==> src/sv/dlr_pkg.sv <==
// ----------------------------------------------------------------------------
// dlr_pkg
// Shared types, widths and helpers of the DDA line rasterizer.
// ----------------------------------------------------------------------------
`timescale 1ns / 1ps

package dlr_pkg;

	localparam int COORD_BITS   = 12;
	localparam int FRAC_BITS    = 16;
	localparam int ACC_BITS     = COORD_BITS + FRAC_BITS;
	localparam int INC_BITS     = FRAC_BITS + 2;
	localparam int LEFT_BITS    = COORD_BITS + 1;
	localparam int COLOR_BITS   = 32;
	localparam int QUOT_BITS    = FRAC_BITS + 1;
	localparam int DIV_CNT_BITS = $clog2(QUOT_BITS + 1);
	localparam int CMDQ_DEPTH   = 4;
	localparam int CMDQ_AW      = $clog2(CMDQ_DEPTH);
	localparam int OUTQ_DEPTH   = 2;
	localparam int OUTQ_AW      = $clog2(OUTQ_DEPTH);

	localparam logic OP_START   = 1'b0;
	localparam logic OP_ADVANCE = 1'b1;

	typedef struct packed {
		logic                          op;
		logic signed [COORD_BITS-1:0]  start_x;
		logic signed [COORD_BITS-1:0]  start_y;
		logic signed [COORD_BITS-1:0]  end_x;
		logic signed [COORD_BITS-1:0]  end_y;
		logic        [COLOR_BITS-1:0]  color;
	} item_t;

	typedef struct packed {
		logic signed [COORD_BITS-1:0]  pixel_x;
		logic signed [COORD_BITS-1:0]  pixel_y;
		logic        [COLOR_BITS-1:0]  pixel_color;
		logic                          last;
	} pixel_t;

	typedef struct packed {
		logic                          is_start;
		logic signed [COORD_BITS-1:0]  sx;
		logic signed [COORD_BITS-1:0]  sy;
		logic        [COORD_BITS-1:0]  mag_x;
		logic        [COORD_BITS-1:0]  mag_y;
		logic                          neg_x;
		logic                          neg_y;
		logic        [COORD_BITS-1:0]  step;
		logic        [COLOR_BITS-1:0]  color;
	} cmd_t;

	// truncate a fixed-point position toward zero
	function automatic logic [COORD_BITS-1:0] trunc_pos(input logic [ACC_BITS-1:0] acc);
		logic [COORD_BITS-1:0] ip;
		logic                  rnd;
		ip  = acc[ACC_BITS-1:FRAC_BITS];
		rnd = acc[ACC_BITS-1] && (acc[FRAC_BITS-1:0] != '0);
		return ip + COORD_BITS'(rnd);
	endfunction

endpackage

==> src/sv/dlr_front.sv <==
// ----------------------------------------------------------------------------
// dlr_front
// Request intake: classifies each request, works out the line deltas, and
// queues the result for the back end.
// ----------------------------------------------------------------------------
`timescale 1ns / 1ps

module dlr_front import dlr_pkg::*; (
	input  logic  clk,
	input  logic  arst_n,
	input  logic  push,
	output logic  full,
	input  item_t item,
	output logic  cmd_valid,
	output cmd_t  cmd,
	input  logic  cmd_pop
);

	cmd_t                   cmdq_q [CMDQ_DEPTH];
	logic [CMDQ_AW-1:0]     wr_ptr_q;
	logic [CMDQ_AW-1:0]     rd_ptr_q;
	logic [CMDQ_AW:0]       cnt_q;
	logic                   wr_en;
	logic                   rd_en;
	logic signed [COORD_BITS:0] dx;
	logic signed [COORD_BITS:0] dy;
	logic signed [COORD_BITS:0] ndx;
	logic signed [COORD_BITS:0] ndy;
	cmd_t                   cmd_new;

	assign full      = (cnt_q == (CMDQ_AW+1)'(CMDQ_DEPTH));
	assign cmd_valid = (cnt_q != '0);
	assign cmd       = cmdq_q[rd_ptr_q];
	assign wr_en     = push && !full;
	assign rd_en     = cmd_pop && cmd_valid;

	always_comb begin
		dx  = {item.end_x[COORD_BITS-1], item.end_x} - {item.start_x[COORD_BITS-1], item.start_x};
		dy  = {item.end_y[COORD_BITS-1], item.end_y} - {item.start_y[COORD_BITS-1], item.start_y};
		ndx = -dx;
		ndy = -dy;
		cmd_new.is_start = (item.op == OP_START);
		cmd_new.sx       = item.start_x;
		cmd_new.sy       = item.start_y;
		cmd_new.neg_x    = dx[COORD_BITS];
		cmd_new.neg_y    = dy[COORD_BITS];
		cmd_new.mag_x    = dx[COORD_BITS] ? ndx[COORD_BITS-1:0] : dx[COORD_BITS-1:0];
		cmd_new.mag_y    = dy[COORD_BITS] ? ndy[COORD_BITS-1:0] : dy[COORD_BITS-1:0];
		cmd_new.step     = (cmd_new.mag_x >= cmd_new.mag_y) ? cmd_new.mag_x : cmd_new.mag_y;
		cmd_new.color    = item.color;
	end

	always_ff @(posedge clk) begin
		if (wr_en) begin
			cmdq_q[wr_ptr_q] <= cmd_new;
		end
	end

	always_ff @(posedge clk or negedge arst_n) begin
		if (!arst_n) begin
			wr_ptr_q <= '0;
			rd_ptr_q <= '0;
			cnt_q    <= '0;
		end else begin
			if (wr_en) begin
				wr_ptr_q <= wr_ptr_q + 1'b1;
			end
			if (rd_en) begin
				rd_ptr_q <= rd_ptr_q + 1'b1;
			end
			if (wr_en && !rd_en) begin
				cnt_q <= cnt_q + 1'b1;
			end else if (rd_en && !wr_en) begin
				cnt_q <= cnt_q - 1'b1;
			end
		end
	end

	a_cnt_bound: assert property (@(posedge clk) disable iff (!arst_n)
		cnt_q <= (CMDQ_AW+1)'(CMDQ_DEPTH))
		else $error("command queue count out of range");

	a_cnt_up: assert property (@(posedge clk) disable iff (!arst_n)
		(wr_en && !rd_en) |=> (cnt_q == $past(cnt_q) + 1'b1))
		else $error("command queue lost a request");

	a_ptr_gap: assert property (@(posedge clk) disable iff (!arst_n)
		(wr_ptr_q - rd_ptr_q) == cnt_q[CMDQ_AW-1:0])
		else $error("command queue pointers disagree with count");

endmodule

==> src/sv/dlr_div.sv <==
// ----------------------------------------------------------------------------
// dlr_div
// Restoring divider for both increments at once: one quotient bit per cycle,
// integer bit first, then the fraction bits.
// ----------------------------------------------------------------------------
`timescale 1ns / 1ps

module dlr_div import dlr_pkg::*; (
	input  logic                  clk,
	input  logic                  arst_n,
	input  logic                  start,
	input  logic [COORD_BITS-1:0] mag_x,
	input  logic [COORD_BITS-1:0] mag_y,
	input  logic [COORD_BITS-1:0] den,
	output logic                  busy,
	output logic                  done,
	output logic [QUOT_BITS-1:0]  quot_x,
	output logic [QUOT_BITS-1:0]  quot_y
);

	logic [COORD_BITS:0]     rx_q;
	logic [COORD_BITS:0]     ry_q;
	logic [COORD_BITS-1:0]   den_q;
	logic [QUOT_BITS-1:0]    qx_q;
	logic [QUOT_BITS-1:0]    qy_q;
	logic [DIV_CNT_BITS-1:0] cnt_q;
	logic                    busy_q;
	logic                    done_q;
	logic                    ge_x;
	logic                    ge_y;
	logic [COORD_BITS:0]     tx;
	logic [COORD_BITS:0]     ty;

	assign busy   = busy_q;
	assign done   = done_q;
	assign quot_x = qx_q;
	assign quot_y = qy_q;

	always_comb begin
		ge_x = (rx_q >= {1'b0, den_q});
		ge_y = (ry_q >= {1'b0, den_q});
		tx   = ge_x ? (rx_q - {1'b0, den_q}) : rx_q;
		ty   = ge_y ? (ry_q - {1'b0, den_q}) : ry_q;
	end

	always_ff @(posedge clk) begin
		if (start) begin
			rx_q  <= {1'b0, mag_x};
			ry_q  <= {1'b0, mag_y};
			den_q <= den;
			qx_q  <= '0;
			qy_q  <= '0;
		end else if (busy_q) begin
			rx_q <= {tx[COORD_BITS-1:0], 1'b0};
			ry_q <= {ty[COORD_BITS-1:0], 1'b0};
			qx_q <= {qx_q[QUOT_BITS-2:0], ge_x};
			qy_q <= {qy_q[QUOT_BITS-2:0], ge_y};
		end
	end

	always_ff @(posedge clk or negedge arst_n) begin
		if (!arst_n) begin
			cnt_q  <= '0;
			busy_q <= 1'b0;
			done_q <= 1'b0;
		end else begin
			done_q <= busy_q && (cnt_q == DIV_CNT_BITS'(1));
			if (start) begin
				cnt_q  <= DIV_CNT_BITS'(QUOT_BITS);
				busy_q <= 1'b1;
			end else if (busy_q) begin
				cnt_q <= cnt_q - 1'b1;
				if (cnt_q == DIV_CNT_BITS'(1)) begin
					busy_q <= 1'b0;
				end
			end
		end
	end

	a_no_restart: assert property (@(posedge clk) disable iff (!arst_n)
		start |-> !busy_q && !done_q)
		else $error("divider restarted while busy");

	a_done_pulse: assert property (@(posedge clk) disable iff (!arst_n)
		done_q |=> !done_q)
		else $error("divider done held for more than one cycle");

	a_done_idle: assert property (@(posedge clk) disable iff (!arst_n)
		done_q |-> !busy_q && (cnt_q == '0))
		else $error("divider done while still iterating");

endmodule

==> src/sv/dlr_back.sv <==
// ----------------------------------------------------------------------------
// dlr_back
// Line engine: latches new lines, runs the increment divider, steps the
// fixed-point position and queues pixels for the consumer.
// ----------------------------------------------------------------------------
`timescale 1ns / 1ps

module dlr_back import dlr_pkg::*; (
	input  logic   clk,
	input  logic   arst_n,
	input  logic   cmd_valid,
	input  cmd_t   cmd,
	output logic   cmd_pop,
	output logic   empty,
	input  logic   pop,
	output pixel_t pixel
);

	typedef enum logic [1:0] {
		ST_RUN = 2'b01,
		ST_DIV = 2'b10
	} back_state_t;

	back_state_t                 state_q;
	logic signed [ACC_BITS-1:0]  pos_x_q;
	logic signed [ACC_BITS-1:0]  pos_y_q;
	logic signed [INC_BITS-1:0]  inc_x_q;
	logic signed [INC_BITS-1:0]  inc_y_q;
	logic        [LEFT_BITS-1:0] left_q;
	logic        [COLOR_BITS-1:0] color_q;
	logic                        neg_x_q;
	logic                        neg_y_q;

	pixel_t                      outq_q [OUTQ_DEPTH];
	logic [OUTQ_AW-1:0]          owr_ptr_q;
	logic [OUTQ_AW-1:0]          ord_ptr_q;
	logic [OUTQ_AW:0]            ocnt_q;
	logic                        outq_full;
	logic                        outq_pop;

	logic                        run;
	logic                        take_start;
	logic                        emit;
	logic                        div_start;
	logic                        div_busy;
	logic                        div_done;
	logic [QUOT_BITS-1:0]        quot_x;
	logic [QUOT_BITS-1:0]        quot_y;
	logic signed [INC_BITS-1:0]  qx_ext;
	logic signed [INC_BITS-1:0]  qy_ext;
	pixel_t                      pix_new;

	assign outq_full  = (ocnt_q == (OUTQ_AW+1)'(OUTQ_DEPTH));
	assign outq_pop   = pop && !empty;
	assign empty      = (ocnt_q == '0);
	assign pixel      = outq_q[ord_ptr_q];

	assign run        = (state_q == ST_RUN) && cmd_valid;
	assign take_start = run && cmd.is_start;
	assign emit       = run && !cmd.is_start && (left_q != '0) && !outq_full;
	assign cmd_pop    = take_start || emit || (run && !cmd.is_start && (left_q == '0));
	assign div_start  = take_start && (cmd.step != '0);

	assign qx_ext     = {1'b0, quot_x};
	assign qy_ext     = {1'b0, quot_y};

	always_comb begin
		pix_new.pixel_x     = trunc_pos(pos_x_q);
		pix_new.pixel_y     = trunc_pos(pos_y_q);
		pix_new.pixel_color = color_q;
		pix_new.last        = (left_q == LEFT_BITS'(1));
	end

	dlr_div u_div (
		.clk    (clk),
		.arst_n (arst_n),
		.start  (div_start),
		.mag_x  (cmd.mag_x),
		.mag_y  (cmd.mag_y),
		.den    (cmd.step),
		.busy   (div_busy),
		.done   (div_done),
		.quot_x (quot_x),
		.quot_y (quot_y)
	);

	always_ff @(posedge clk or negedge arst_n) begin
		if (!arst_n) begin
			state_q <= ST_RUN;
			pos_x_q <= '0;
			pos_y_q <= '0;
			inc_x_q <= '0;
			inc_y_q <= '0;
			left_q  <= '0;
			color_q <= '0;
			neg_x_q <= 1'b0;
			neg_y_q <= 1'b0;
		end else begin
			case (state_q)
				ST_RUN: begin
					if (take_start) begin
						pos_x_q <= {cmd.sx, {FRAC_BITS{1'b0}}};
						pos_y_q <= {cmd.sy, {FRAC_BITS{1'b0}}};
						inc_x_q <= '0;
						inc_y_q <= '0;
						left_q  <= {1'b0, cmd.step};
						color_q <= cmd.color;
						neg_x_q <= cmd.neg_x;
						neg_y_q <= cmd.neg_y;
						if (div_start) begin
							state_q <= ST_DIV;
						end
					end else if (emit) begin
						pos_x_q <= pos_x_q + {{(ACC_BITS-INC_BITS){inc_x_q[INC_BITS-1]}}, inc_x_q};
						pos_y_q <= pos_y_q + {{(ACC_BITS-INC_BITS){inc_y_q[INC_BITS-1]}}, inc_y_q};
						left_q  <= left_q - 1'b1;
					end
				end
				ST_DIV: begin
					if (div_done) begin
						inc_x_q <= neg_x_q ? -qx_ext : qx_ext;
						inc_y_q <= neg_y_q ? -qy_ext : qy_ext;
						state_q <= ST_RUN;
					end
				end
				default: begin
					state_q <= ST_RUN;
				end
			endcase
		end
	end

	always_ff @(posedge clk) begin
		if (emit) begin
			outq_q[owr_ptr_q] <= pix_new;
		end
	end

	always_ff @(posedge clk or negedge arst_n) begin
		if (!arst_n) begin
			owr_ptr_q <= '0;
			ord_ptr_q <= '0;
			ocnt_q    <= '0;
		end else begin
			if (emit) begin
				owr_ptr_q <= owr_ptr_q + 1'b1;
			end
			if (outq_pop) begin
				ord_ptr_q <= ord_ptr_q + 1'b1;
			end
			if (emit && !outq_pop) begin
				ocnt_q <= ocnt_q + 1'b1;
			end else if (outq_pop && !emit) begin
				ocnt_q <= ocnt_q - 1'b1;
			end
		end
	end

	a_outq_bound: assert property (@(posedge clk) disable iff (!arst_n)
		ocnt_q <= (OUTQ_AW+1)'(OUTQ_DEPTH))
		else $error("pixel queue count out of range");

	a_div_state: assert property (@(posedge clk) disable iff (!arst_n)
		(div_busy || div_done) |-> (state_q == ST_DIV))
		else $error("divider active outside the divide state");

	a_last_ends: assert property (@(posedge clk) disable iff (!arst_n)
		(emit && pix_new.last) |=> (left_q == '0))
		else $error("pixel count not exhausted after last pixel");

	a_emit_count: assert property (@(posedge clk) disable iff (!arst_n)
		emit |=> (left_q == $past(left_q) - 1'b1))
		else $error("pixel count did not advance");

endmodule

==> src/sv/dda_line_rasterizer.sv <==
// ----------------------------------------------------------------------------
// dda_line_rasterizer
// An advance request is registered in the command queue, and its pixel in the
// pixel queue, before the pixel can be popped. Throughput: one advance request
// per cycle while neither queue is full and no divide is running.
// A start request is taken by the line engine, which then runs the one-bit-per-
// cycle increment divider when the endpoints differ; pixels wait behind it.
// Reset (arst_n low) empties both queues and clears all line state.
// ----------------------------------------------------------------------------
`timescale 1ns / 1ps

module dda_line_rasterizer import dlr_pkg::*; (
	input  logic   clk,
	input  logic   arst_n,
	input  logic   push,
	output logic   full,
	input  item_t  item,
	output logic   empty,
	input  logic   pop,
	output pixel_t pixel
);

	logic cmd_valid;
	cmd_t cmd;
	logic cmd_pop;

	dlr_front u_front (
		.clk       (clk),
		.arst_n    (arst_n),
		.push      (push),
		.full      (full),
		.item      (item),
		.cmd_valid (cmd_valid),
		.cmd       (cmd),
		.cmd_pop   (cmd_pop)
	);

	dlr_back u_back (
		.clk       (clk),
		.arst_n    (arst_n),
		.cmd_valid (cmd_valid),
		.cmd       (cmd),
		.cmd_pop   (cmd_pop),
		.empty     (empty),
		.pop       (pop),
		.pixel     (pixel)
	);

endmodule

==> config.mk <==
export PLATFORM = sky130hd
export DESIGN_NAME = dda_line_rasterizer
export DESIGN_NICKNAME = d
export VERILOG_FILES = /design/src/sv/dlr_pkg.sv /design/src/sv/dlr_front.sv /design/src/sv/dlr_div.sv /design/src/sv/dlr_back.sv /design/src/sv/dda_line_rasterizer.sv
export SDC_FILE = /design/constraint.sdc
export NUM_CORES = 1
export LEC_CHECK = 0
export ABC_CLOCK_PERIOD_IN_PS = 7250
export BUFFER_PORTS_ARGS = -buffer_cell sky130_fd_sc_hd__buf_2
export CELL_PAD_IN_SITES_DETAIL_PLACEMENT = 0
export CELL_PAD_IN_SITES_GLOBAL_PLACEMENT = 1
export CORE_ASPECT_RATIO = 1.25
export CORE_MARGIN = 4
export CORE_UTILIZATION = 52
export CTS_BUF_LIST = sky130_fd_sc_hd__clkbuf_4 sky130_fd_sc_hd__clkbuf_8
export DETAILED_ROUTE_END_ITERATION = 8
export GPL_TIMING_DRIVEN = 1
export HOLD_SLACK_MARGIN = 0.06
export PLACE_DENSITY_LB_ADDON = 0.05
export SETUP_SLACK_MARGIN = 0.2
export SLEW_MARGIN = 40
export SYNTH_ARGS = -nofsm -noshare
export SYNTH_HDL_FRONTEND = slang
export SYNTH_HIERARCHICAL = 1
export SYNTH_SLANG_ARGS = --single-unit
==> constraint.sdc <==
create_clock -name clk -period 7.25 [get_ports clk]
set_clock_uncertainty 0.15 [all_clocks]
set_input_delay 0.725 -clock clk [delete_from_list [all_inputs] [get_ports clk]]
set_output_delay 0.725 -clock clk [all_outputs]
set_load 0.03 [all_outputs]
Yosys cells after proc, flatten, opt, wreduce, memory -nomap -nowiden
Memory sizes are Yosys's and may differ from the RTL's.
Index checks and enable logic that the tools add are counted.
{"block": "totals", "regBits": 231, "latchBits": 0, "ramBits": 494, "mem_bits_ro": 0, "input_bits": 85, "out_inout_bits": 59, "word_cells": 144, "n_memories": 2}
{"memory": "u_front.cmdq_q", "words": 4, "width": 95, "rd": 1, "rd_clocked_by_memory_dff": 0, "write_ports": 1, "line_no": "dlr_front.sv:19", "rtl": "cmd_t cmdq_q [CMDQ_DEPTH];"}
{"memory": "u_back.outq_q", "words": 2, "width": 57, "rd": 1, "rd_clocked_by_memory_dff": 0, "write_ports": 1, "line_no": "dlr_back.sv:34", "rtl": "pixel_t outq_q [OUTQ_DEPTH];"}
{"block": "op_classes", "add_sub_neg": 22, "mul": 0, "div": 0, "magnitude_cmp": 3, "n_eq_ne": 9, "shift": 0, "muxes": 39, "n_bitwise": 1, "n_reduce_logical": 43}
{"cell": "$mux W28", "count": 4}
{"cell": "$mux W12", "count": 9}
{"cell": "$mux W18", "count": 5}
{"cell": "$pmux W18 S2", "count": 2}
{"cell": "$add A28 B28 Y28", "count": 2}
{"cell": "$neg A17 Y18", "count": 2}
{"cell": "$reduce_bool A16 Y1", "count": 2}
{"cell": "$ge A13 B12 Y1", "count": 2}
{"cell": "$mux W13", "count": 2}
{"cell": "$sub A12 B12 Y13", "count": 2}
{"cell": "$add A12 B1 Y12", "count": 2}
{"cell": "$neg A12 Y12", "count": 2}
{"cell": "$sub A12 B12 Y12", "count": 2}
{"cell": "$logic_and A1 B1 Y1", "count": 17}
{"cell": "$eq A13 B1 Y1 const B", "count": 1}
{"cell": "$logic_not A13 Y1", "count": 1}
{"cell": "$reduce_bool A13 Y1", "count": 1}
{"cell": "$sub A13 B1 Y13 const B", "count": 1}
{"cell": "$ge A12 B12 Y1", "count": 1}
{"cell": "$reduce_bool A12 Y1", "count": 1}
{"cell": "$mux W2", "count": 5}
{"cell": "$mux W5", "count": 2}
{"cell": "$reduce_bool A2 Y1", "count": 5}
{"cell": "$logic_not A1 Y1", "count": 8}
{"cell": "21 further kinds", "count": 36}

Depth between registers and ports, before layout
Gate-level depths: netlist of run 1.
{"block": "logic_depth", "ltp_word": 11, "mapped_depth": 22, "mapped_depth_nobuf": 21}

Modules after synthesis
The synthesis of run 1 kept the hierarchy.
{"module": "dlr_front", "instances": 1, "cells_each": 814, "area_per_inst_um2": 16041.6, "seq_area_each_um2": 11586.1}
{"module": "dlr_back", "instances": 1, "cells_each": 1319, "area_per_inst_um2": 13660.6, "seq_area_each_um2": 7053.0}
{"module": "dlr_div", "instances": 1, "cells_each": 412, "area_per_inst_um2": 4319.1, "seq_area_each_um2": 1976.9}

Worst setup path after synthesis of run 1
Ideal clock, no wire load.
{"block": "synth_path", "kind": "input port to flip-flop", "from": "in item[44] in the netlist's numbering", "to": "mem u_front/cmdq_q[0][37] in the netlist's numbering, data pin", "setup_time_ns": 0.266, "arrival_time_ns": 5.239, "required_ns": 6.834, "path_slack_ns": 1.595, "stages": 21, "path_buffers": 1, "path_cell_list": "inv_1 -> ha_1 -> fa_1 -> nor2b_1 -> o211ai_1 -> a21oi_1 -> o211a_1 -> o21ai_0 -> a31oi_1 -> clkinv_1 -> o21ai_0 -> ha_1 -> a21o_1 -> a21oi_1 -> o21ai_0 -> a21o_1 -> a21o_1 -> a2111oi_0 -> o21a_1 -> buf_2 -> mux2_2"}
{"element": "start: declaration", "line_no": "dda_line_rasterizer.sv:17", "rtl": "input item_t item,"}
{"element": "end: declaration", "line_no": "dlr_front.sv:19"}

==> impl_metrics.csv, run 1 <==
group,metric,value,unit
cells_and_area,area_delta_synth_final,14.01,%
power,power,17.30,mW
die,start_util,52.61,%
timing,grt_setup_unrepaired,"no",
placed_design,io_buffers,143,
synthesis,syn_avg_cell_area,13.37,um^2
cts,clock_path_buffers,3,
global_route,antenna_found_initial,7,
synthesis,synth_area,34020,um^2
detailed_routing,drc_errors,0,
synthesis,ys_top_cells_by_area,"edfxtp_1 47%, dfrtp_1 12%, mux4_2 6.3%",
setup_path,critPathMaxStageDelay,0.62,ns
setup_path,path_cells,"dlygate4sd3_1 -> buf_2 -> ha_1 -> fa_1 -> nor2b_1 -> o211ai_1 -> a21oi_1 -> o211a_1 -> o21ai_0 -> a31oi_1 -> clkinv_1 -> buf_4 -> o21ai_0 -> ha_1 -> a21o_1 -> a21oi_1 -> o21ai_0 -> a21o_1 -> a21o_1 -> a2111oi_0 -> o21a_1 -> mux2_2",
die,die_w,236.8,um
synthesis,synth_top_area_share,46.78,%
synthesis,synthAdderAreaFrac,5.266,%
cts,htree_levels,3,
detailed_routing,drt_wl_total,78510,um
die,io_pins,144,
hold_path,min_from,"item[65]",
setup_path,critical_path_class,"primary input to register",
setup_path,r2r_start,"u_back/left_q[4]",
setup_path,critPathMaxFanout,12,
cts,cts_tree,"built",
placed_design,gp_congestion,0.8645,
outcome,status,"finished clean",
cts,numCtsBuffers,114,
power,max-vdd-ir-drop,0.2588,mV
global_route,grt_busiest_layer,"met2",
cells_and_area,final_util,59.98,%
cells_and_area,final_nets,3006,
timing,finalCriticalPeriod,6.588,ns
timing,timing.final.crit_share,90.87,%
setup_path,worstRegToRegCells,14,
job,drv_cap,0,
global_route,track_usage,22.59,%
cts,postCtsSetupBuffers,0,
detailed_routing,ant_nets,0,
die,rows,104,
timing,tightest_slew,0.7330,ns
cts,ctsHoldBuffers,54,
setup_path,worst_setup_path_end_kind,"register",
setup_path,worstPathRequired,7.55,ns
die,die_area,69610,um^2
detailed_routing,first_iter_violations,1227,
timing,fmax,151.8,MHz
hold_path,min_to,"u_front/cmdq_q[2][79]",
timing,slew_headroom,50.62,%
timing,hold_viol,0,
setup_path,r2r_slack,2.72,ns
detailed_routing,viasPerCell,5.656,
cells_and_area,final_cell_area,38790,um^2
global_route,met2_usage,40.61,%
global_route,grt_pass1_vias,21920,
global_route,gr-usage-met3,3.468,%
setup_path,r2r-end,"u_front/cnt_q[2]",
cts,insertion_delay,0.73,ns
detailed_routing,post_drt_wl_per_cell,21.03,um
timing,fin_tns_setup,0,ns
synthesis,synth_compound_area_share,8.065,%
timing,maxSlewViolCount,0,
global_route,globalRouteMet1Util,28.33,%
setup_path,critPathSlowestCell,"o21a_1",
hold_path,min_path_cells,1,
global_route,grt-ovfl-total,0,
die,die_h,294.0,um
cts,clock-sinks,725,
synthesis,yosys_most_used_dff,"edfxtp_1",
global_route,grt_max_degree,78,
synthesis,synth_edf_count,530,
synthesis,syn_inst,2545,
cells_and_area,layout-drive-gt1-share,20.19,%
synthesis,yosys.area_share.simple,9.036,%
synthesis,synth_top_family_by_area,"multiplexers",
synthesis,synth-async-reset-ratio,21.93,%
synthesis,synth_fp_nets,2769,
synthesis,ys_seq_area_share,60.60,%
cts,clkTransAtPathRegs,0.06,ns
synthesis,yosysWarningCount,6,
synthesis,synth-xor-area-share,4.299,%
synthesis,ys_types,85,
power,powerDensity,445.9,nW/um^2
detailed_routing,via_count,21110,
synthesis,ys_ff_latch,725,
timing,setup_viol,0,
die,core-area,64670,um^2
placed_design,placed_area,35760,um^2
cts,cts_resized,0,
setup_path,cp-start-kind,"primary input",
hold_path,hp-class,"primary input to register",
cts,root_buffer,"clkbuf_8",
synthesis,yosysTopAreaCell,"edfxtp_1",
synthesis,synth_mux_area_share,10.32,%
setup_path,cp.arrival,6.89,ns
global_route,grt_pass1_wl,123000,um
power,p_leak,15.45,nW
placed_design,hpwl,52580,um
detailed_routing,dr.pass1.iters,5,
## per-stage QoR
step	cells	setup slack (ns)	hold slack (ns)
5_1_grt	3732	0.3765	0.1234
3_3_place_gp	3454	0.5564	0.2979
4_1_cts	3730	0.7158	0.06064
2_1_floorplan	2545	1.595	0.2794
3_5_place_dp	3460	0.5034	0.3070
6_report	3733	0.6620	0.1374
## logic make-up (layout without fill, tap and decap cells)
group           after synthesis  in the layout
mux                         222            222
simple gates                651            651
xor+xnor                    167            167
buf+inv                     213            550
flops                       725            725
other cells                   0              3
compound gates              428            428
fa+ha+maj                   139            139
## worst max-delay path: cells and delay by family
| family | cells | cell delay, ns |
|---|---|---|
| simple gates | 1 | 0.18 |
| compound gates | 13 | 3.52 |
| fa+ha+maj | 3 | 1.01 |
| mux | 1 | 0.45 |
| buf+inv | 4 | 0.99 |
## cell usage in the layout (no fill, tap or decap), drive strengths merged, types with 18 or more instances in the layout
| cell | netlist | final |
|---|---|---|
| a21o | 39 | 39 |
| a21oi | 101 | 101 |
| a31oi | 23 | 23 |
| and3 | 18 | 18 |
| buf | 32 | 170 |
| clkbuf | 71 | 144 |
| clkinv | 1 | 58 |
| dfrtp | 158 | 158 |
| dfxtp | 36 | 36 |
| dlygate4sd3 | 0 | 54 |
| edfxtp | 530 | 530 |
| ha | 132 | 132 |
| inv | 109 | 114 |
| mux2 | 80 | 80 |
| mux2i | 47 | 47 |
| mux4 | 95 | 95 |
| nand2 | 245 | 245 |
| nand2b | 23 | 23 |
| nand3 | 99 | 99 |
| nor2 | 120 | 120 |
| nor2b | 21 | 21 |
| nor3 | 26 | 26 |
| nor4 | 21 | 21 |
| o21ai | 139 | 139 |
| xnor2 | 85 | 85 |
| xor2 | 82 | 82 |
## cell usage after synthesis, drive strengths merged, types with 8 or more instances
cell type / n
xnor2: 85
o21ai: 139
and2: 14
a221o: 9
a31oi: 23
nor2b: 21
o21bai: 12
mux2i: 47
nand2: 245
a211oi: 13
nand4: 13
mux4: 95
ha: 132
inv: 109
nor4: 21
a21o: 39
xor2: 82
buf: 32
nand3: 99
mux2: 80
dfxtp: 36
o21a: 8
and3: 18
dfrtp: 158
o31ai: 17
a21oi: 101
nor2: 120
clkbuf: 71
nor3: 26
edfxtp: 530
or3: 16
nand2b: 23
## report_power, final
| group | internal, mW | switching, mW |
|---|---|---|
| clock | 2.04 | 1.65 |
| sequential | 5.98 | 0.711 |
| combinational | 2.76 | 4.15 |
## state kept, by name, summed over array words and instances, names as in the netlist, 2 cells and up
signal               flops
u_front/cmdq_q         380
u_back/outq_q          114
u_back/color_q          32
u_back/pos_x_q          28
u_back/pos_y_q          28
u_back/inc_x_q          18
u_back/inc_y_q          18
u_back/u_div/quot_x     17
u_back/u_div/quot_y     17
u_back/left_q           13
u_back/u_div/rx_q       13
u_back/u_div/ry_q       13
u_back/u_div/den_q      12
u_back/u_div/cnt_q       5
u_front/cnt_q            3
u_back/ocnt_q            2
u_back/state_q           2
u_front/rd_ptr_q         2
u_front/wr_ptr_q         2
## cell type report
| class | instances | area (um^2) |
|---|---|---|
| antenna | 3 | 7.507 |
| clock buffer | 144 | 1832 |
| clock inverter | 72 | 634.4 |
| fill | 5140 | 25880 |
| inverter | 110 | 412.9 |
| multi-input combinational | 1607 | 12650 |
| sequential | 725 | 20630 |
| tap | 848 | 1061 |
| timing repair buffer | 224 | 1559 |
## layer usage
layer / routed length (um) / share of wire (%)
met1: 32400 / 41
met2: 40940 / 52
met3: 3323 / 4.2
met4: 1804 / 2.3
met5: 42 / 0.053
## worst max-delay path by stage
stage / to / slack [ns] / from
finish: u_front/cmdq_q[3][36] / 0.66 / item[68]
CTS: u_front/cmdq_q[3][38] / 0.72 / item[68]
global placement: u_front/cmdq_q[0][38] / 0.56 / item[68]
floorplan: u_front/cmdq_q[0][37] / 1.59 / item[44]
detailed placement: u_front/cmdq_q[1][38] / 0.50 / item[68]
global route: u_front/cmdq_q[2][36] / 0.38 / item[68]
Power figures use the tool's default switching activity.
==> run 2: changes to the inputs <==
--- a/config.mk
+++ b/config.mk
@@ -21,5 +21,4 @@
 export SLEW_MARGIN = 40
 export SYNTH_ARGS = -nofsm -noshare
 export SYNTH_HDL_FRONTEND = slang
-export SYNTH_HIERARCHICAL = 1
 export SYNTH_SLANG_ARGS = --single-unit
==> impl_metrics.csv, run 2 <==
group,metric,value,unit
hold_path,hp-class,"primary input to register",
synthesis,ys_ff_latch,725,
detailed_routing,wl_met3,3529,um
setup_path,worstPathRequired,7.58,ns
detailed_routing,drc_errors,0,
detailed_routing,drt_wl_total,78670,um
cells_and_area,final_cell_mix,"530 x edfxtp_1, 239 x nand2_1, 154 x dfrtp_1",
power,powerDensity,434.0,nW/um^2
timing,fin_tns_setup,0,ns
detailed_routing,wirelength_met1,32920,um
detailed_routing,viasPerCell,5.642,
placed_design,gp_congestion,0.8584,
global_route,grt_pass1_vias,22130,
synthesis,yosysWarningCount,0,
setup_path,cp.arrival,6.26,ns
global_route,antenna_found_initial,5,
setup_path,critPathMaxFanout,15,
cts,clock-sinks,725,
cells_and_area,layout_commonest_cell,"edfxtp_1",
setup_path,cp-start-kind,"primary input",
timing,finalCriticalPeriod,5.929,ns
cells_and_area,biggestRegsByFlops,"u_front.cmdq_q (380), u_back.outq_q (114), u_back.color_q (32)",
synthesis,synth_commonest_cells,"530 x edfxtp_1, 240 x nand2_1, 158 x dfrtp_1",
cells_and_area,register_area,20630,um^2
die,io_pins,144,
cts,numCtsBuffers,113,
cts,cts_resized,0,
cells_and_area,area_delta_synth_final,13.55,%
synthesis,synth_most_common_cell,"edfxtp_1",
cells_and_area,regMostFlops,"u_front.cmdq_q",
synthesis,synth-async-reset-ratio,21.93,%
synthesis,syn_avg_cell_area,13.05,um^2
synthesis,synth_fp_nets,2858,
cts,root_buffer,"clkbuf_8",
timing,hold_viol,0,
placed_design,placed_area,36000,um^2
setup_path,worstRegToRegCells,6,
global_route,grt-ovfl-total,0,
cells_and_area,largest_reg_flops,380,
timing,grt_setup_unrepaired,"no",
detailed_routing,first_iter_violations,1364,
timing,slew_headroom,47.48,%
job,drv_cap,0,
setup_path,worst_setup_path_end_kind,"register",
timing,setup_viol,0,
die,start_util,52.42,%
synthesis,syn_inst,2633,
die,core-area,65560,um^2
cells_and_area,layout-drive-gt1-share,19.11,%
cts,cts_tree,"built",
power,max-vdd-ir-drop,0.2116,mV
cells_and_area,final_cell_area,39020,um^2
synthesis,ys_seq_area_share,59.99,%
timing,maxSlewViolCount,0,
cells_and_area,final_nets,3084,
die,die_w,237.9,um
placed_design,io_buffers,143,
synthesis,ys_top_cells_by_area,"edfxtp_1 46%, dfrtp_1 12%, mux4_2 6.2%",
hold_path,min_path_cells,1,
cells_and_area,multiInputGateArea,12920,um^2
timing,hold_ws,0.1360,ns
global_route,track_usage,22.50,%
detailed_routing,top_layer_used,"met5",
detailed_routing,via_count,21540,
synthesis,yosys_most_used_dff,"edfxtp_1",
cts,htree_levels,3,
detailed_routing,post_drt_wl_per_cell,20.61,um
timing,timing.final.crit_share,81.78,%
cells_and_area,nFillCells,5232,
cts,clkTransAtPathRegs,0.06,ns
outcome,status,"finished clean",
placed_design,hpwl,52670,um
die,die_h,295.4,um
setup_path,critical_path_class,"primary input to register",
timing,fmax,168.7,MHz
synthesis,synth_edf_count,530,
detailed_routing,wl_met2,40010,um
global_route,grt_pass1_wl,124200,um
timing,tightest_slew,0.7878,ns
synthesis,yosysTopAreaCell,"edfxtp_1",
die,die_area,70290,um^2
synthesis,synth_area,34370,um^2
synthesis,ys_types,87,
global_route,grt_max_degree,73,
cts,insertion_delay,0.75,ns
die,rows,105,
detailed_routing,ant_nets,0,
detailed_routing,dr.pass1.iters,6,
synthesis,synth_top_area_share,46.31,%
power,p_leak,15.36,nW
cts,clock_path_buffers,3,
==> run 2: changes by cell type after synthesis, moves of 8 or more <==
cell | previous run | this run
nand3_1 | 99 | 116
nand4_1 | 13 | 23
nor2b_1 | 21 | 29
mux2_2 | 80 | 62
mux2i_1 | 47 | 59
nor3_1 | 26 | 37
o21ai_0 | 137 | 154
xor2_1 | 82 | 71
a21o_1 | 38 | 23
nor2_1 | 120 | 135
clkbuf_1 | 70 | 78
buf_2 | 5 | 18
buf_1 | 25 | 16
==> run 2: final timing paths <==
| check | from | to | slack (ns) |
|---|---|---|---|
| max in group asynchronous | arst_n | u_back.ord_ptr_q | 5.47 |
| worst max-delay path | item[68] | u_front.cmdq_q[1][42] | 1.32 |
| worst max register to register | u_front.rd_ptr_q[0] | u_back.u_div.ry_q[11] | 3.01 |
| worst min register to register | u_back.color_q[31] | u_back.outq_q[1][32] | 0.32 |
| min in group asynchronous | arst_n | u_front.wr_ptr_q[0] | 0.38 |
| worst min-delay path | item[65] | u_front.cmdq_q[2][79] | 0.14 |
==> run 2: stage by stage <==
step	power, mW	worst slack (ns)	util [%]	instances
floorplan	11.42	1.844	-	2633
global placement	13.20	1.294	54.86	3546
detailed placement	13.39	1.251	54.91	3546
CTS	17.13	1.452	59.48	3812
global route	18.08	0.9335	59.52	3815
finish	16.94	1.321	59.52	3817
==> run 2: repair_timing <==
action / CTS / global route
hold buffers: 53 / 0
endpoints found under the hold margin: 248 / 0
buffers inserted: 0 / 0
==> run 2: final cells by class <==
| cell class | count | area share [%] |
|---|---|---|
| Sequential cell | 725 | 52.86 |
| Multi-Input combinational cell | 1679 | 33.10 |
| Clock buffer | 163 | 5.044 |
| Timing Repair Buffer | 225 | 3.857 |
| Tap cell | 856 | 2.745 |
| Clock inverter | 50 | 1.263 |
| Inverter | 115 | 1.106 |
| Antenna cell | 4 | 0.02565 |
==> run 2: critical path: stages <==
cell and delay (ns):
dlygate4sd3_1 0.53, buf_2 0.16, ha_1 0.22, fa_1 0.42, nand2b_1 0.20, a211oi_1 0.35
o211ai_1 0.20, and2_1 0.22, o211ai_1 0.19, mux2i_1 0.10, buf_4 0.19, o21a_1 0.13
xnor2_1 0.22, inv_1 0.16, ha_1 0.32, a21o_1 0.18, a2111oi_0 0.35, o21ai_0 0.17
a31o_2 0.26, a21oi_1 0.14, o21ai_1 0.22, buf_4 0.27, mux2i_1 0.32
==> run 2: logic make-up after synthesis <==
group / count (synthesis) / synth area share, %
AOI/OAI and AO/OA: 447 / 8.104
xor gates and xnor gates: 161 / 4.125
adders and majority gates: 140 / 5.250
buffers and inverters: 229 / 2.599
DFF: 725 / 59.99
muxes: 216 / 9.976
and+or+nand+nor: 715 / 9.957
==> run 2: routing by layer <==
metal / up-vias / track usage, %
met5: - / 0
met4: 2 / 7.108
met3: 136 / 3.769
met2: 473 / 39.09
met1: 10610 / 29.16
li1: 10310 / -
==> run 2: report_power, final <==
group / internal (mW) / switching [mW]
Combinational: 2.57 / 4.05
Sequential: 5.97 / 0.676
Clock: 2.03 / 1.64
Total: 10.6 / 6.37
==> run 3: changes to the inputs <==
--- a/config.mk
+++ b/config.mk
@@ -5,7 +5,7 @@
 export SDC_FILE = /design/constraint.sdc
 export NUM_CORES = 1
 export LEC_CHECK = 0
-export ABC_CLOCK_PERIOD_IN_PS = 7250
+export ABC_CLOCK_PERIOD_IN_PS = 5700
 export BUFFER_PORTS_ARGS = -buffer_cell sky130_fd_sc_hd__buf_2
 export CELL_PAD_IN_SITES_DETAIL_PLACEMENT = 0
 export CELL_PAD_IN_SITES_GLOBAL_PLACEMENT = 1
==> constraint.sdc (replaced) <==
create_clock -name clk -period 5.7 [get_ports clk]
set_clock_uncertainty 0.15 [all_clocks]
set_input_delay 0.57 -clock clk [delete_from_list [all_inputs] [get_ports clk]]
set_output_delay 0.57 -clock clk [all_outputs]
set_load 0.03 [all_outputs]
==> impl_metrics.csv, run 3 (same netlist as run 2, synthesis figures left out) <==
group,metric,value,unit
global_route,met2_usage,39.36,%
global_route,grt_pass1_vias,22640,
cells_and_area,regMostFlops,"u_front.cmdq_q",
die,die_w,237.9,um
cells_and_area,register_area,20630,um^2
cells_and_area,final_cell_area,39370,um^2
setup_path,cp-start-kind,"primary input",
global_route,grt_max_degree,103,
setup_path,worstPathRequired,5.99,ns
setup_path,critPathSlowestCell,"dlygate4sd3_1",
hold_path,min_to,"u_front.wr_ptr_q[0]",
timing,fmax,191.8,MHz
power,max-vdd-ir-drop,0.3975,mV
die,die_area,70290,um^2
global_route,globalRouteMet1Util,29.12,%
timing,tightest_slew,0.7944,ns
global_route,grt-ovfl-total,0,
timing,timing.final.crit_share,91.46,%
cells_and_area,layout-drive-gt1-share,20.13,%
power,p_leak,15.52,nW
placed_design,io_buffers,143,
timing,grt_setup_unrepaired,"no",
cells_and_area,final_cell_mix,"530 x edfxtp_1, 239 x nand2_1, 154 x dfrtp_1",
cells_and_area,nFillCells,5215,
cts,clock_path_buffers,3,
power,p_int,13.60,mW
timing,setup_viol,0,
cts,htree_levels,3,
cts,insertion_delay,0.76,ns
cts,clock-sinks,725,
setup_path,r2r_start,"u_back.left_q[5]",
cts,root_buffer,"clkbuf_8",
timing,hold_ws,0.2175,ns
cells_and_area,final_util,60.06,%
power,power.switching,8.117,mW
setup_path,path_cells,"dlygate4sd3_1 -> buf_2 -> fa_1 -> nand2b_1 -> a211oi_2 -> o211ai_1 -> and2_1 -> o211ai_1 -> mux2i_4 -> o21a_1 -> xnor2_2 -> inv_1 -> ha_1 -> a21o_1 -> a2111oi_1 -> o21ai_0 -> a31o_2 -> a21oi_1 -> o21ai_2 -> buf_4 -> mux2i_4",
detailed_routing,first_iter_violations,1276,
detailed_routing,viasPerCell,5.646,
global_route,track_usage,22.52,%
detailed_routing,drc_errors,0,
power,clkPwrFrac,21.6,%
global_route,grt_pass1_wl,124500,um
setup_path,crit_family,"compound AO/OA/AOI/OAI gates",
setup_path,cp.arrival,5.50,ns
setup_path,critPathMaxFanout,8,
power,powerDensity,551.4,nW/um^2
timing,fin_ws,0.4868,ns
detailed_routing,via_count,21680,
setup_path,r2r_slack,1.78,ns
detailed_routing,ant_nets,0,
hold_path,min_path_cells,3,
cts,postCtsSetupBuffers,0,
die,rows,105,
timing,maxSlewViolCount,0,
power,combinationalPowerShare,39.6,%
placed_design,placed_cells,3564,
outcome,status,"finished clean",
setup_path,worstRegToRegCells,14,
cells_and_area,layout_commonest_cell,"edfxtp_1",
placed_design,hpwl,53510,um
timing,hold_viol,0,
power,power,21.71,mW
setup_path,r2r-end,"u_front.cnt_q[2]",
detailed_routing,drt_wl_total,78870,um
hold_path,hp-class,"primary input to register",
cts,numCtsBuffers,115,
cells_and_area,final_nets,3109,
setup_path,critPathMaxStageDelay,0.53,ns
global_route,antenna_found_initial,4,
job,drv_cap,0,
global_route,grt_busiest_layer,"met2",
power,switching_share,37.38,%
setup_path,cp.buffers_inverters,4,
die,start_util,52.42,%
cells_and_area,area_delta_synth_final,14.57,%
global_route,gr-usage-met3,3.424,%
cells_and_area,largest_reg_flops,380,
hold_path,min_from,"push",
cells_and_area,final_cells,3840,
die,die_h,295.4,um
die,io_pins,144,
placed_design,post-place-ws,-0.1650,ns
setup_path,worst_setup_path_end_kind,"register",
detailed_routing,post_drt_wl_per_cell,20.54,um
placed_design,gp_congestion,0.9199,
cells_and_area,biggestRegsByFlops,"u_front.cmdq_q (380), u_back.outq_q (114), u_back.color_q (32)",
cts,clkTransAtPathRegs,0.06,ns
cts,cts_tree,"built",
setup_path,critical_path_class,"primary input to register",
power,pwr-share-seq,38.8,%
detailed_routing,dr.pass1.iters,5,
timing,finalCriticalPeriod,5.213,ns
timing,slew_headroom,47.04,%
die,core-area,65560,um^2
placed_design,placed_area,36230,um^2
cells_and_area,multiInputGateArea,12970,um^2
timing,fin_tns_setup,0,ns
-- run 3: cell types whose count changed in the layout (fill, tap and decap cells not counted), moves of 2 or more --
cell	delta
and2_2	+2
and2_4	-2
buf_12	+7
buf_4	+14
buf_6	-5
clkbuf_8	+2
clkinv_1	-6
clkinv_2	+4
dlygate4sd3_1	+6
inv_12	+2
mux2i_1	-7
mux2i_2	+5
mux2i_4	+2
-- run 3: worst register-to-register path, delay by kind of cell, from the launching register on --
family | cells | cell delay, ns
buffers and inverters | 3 | 0.31
AOI/OAI and AO/OA | 2 | 0.68
adders and majority gates | 2 | 0.55
and+or+nand+nor | 5 | 1.42
DFF | 1 | 0.41
xor gates and xnor gates | 2 | 0.31
-- run 3: worst max-delay path by stage --
stage | cells past startpoint | end | from | slack, ns
after floorplan | 23 | u_front.cmdq_q[0][32] | item[44] | 0.45
after global placement | 21 | u_front.cmdq_q[0][42] | item[68] | -0.01
after detailed placement | 21 | u_front.cmdq_q[3][39] | item[68] | -0.16
after CTS | 21 | u_front.cmdq_q[0][39] | item[74] | 0.21
after global routing | 21 | u_front.cmdq_q[0][39] | item[69] | 0.23
final | 21 | u_front.cmdq_q[0][39] | item[69] | 0.49
-- run 3: timing repair --
item                       CTS  global route
hold endpoints to repair   286             0
hold buffers                59             0
setup endpoints to repair    0            48
gates resized for setup      0            15
-- run 3: power groups by stage --
stage	registers, mW	logic (mW)	clock network [mW]
detailed placement	8.52	8.60	0
floorplan	8.20	6.33	0
finish	8.42	8.60	4.70
CTS	8.42	8.68	4.84
global route	8.57	9.52	5.09
global placement	8.45	8.38	0
-- run 3: layer usage --
layer / routed length (um) / share of wire (%)
met5: 13 / 0.016
met4: 2162 / 2.7
met3: 3425 / 4.3
met2: 39990 / 51
met1: 33280 / 42
-- run 3: layout make-up --
cell class | count | area share, %
inverter | 115 | 1.096
clock buffer | 166 | 5.088
multi-input combinational | 1679 | 32.95
timing repair buffer | 248 | 4.525
antenna | 3 | 0.01907
tap | 856 | 2.720
clock inverter | 48 | 1.214
sequential | 725 | 52.38
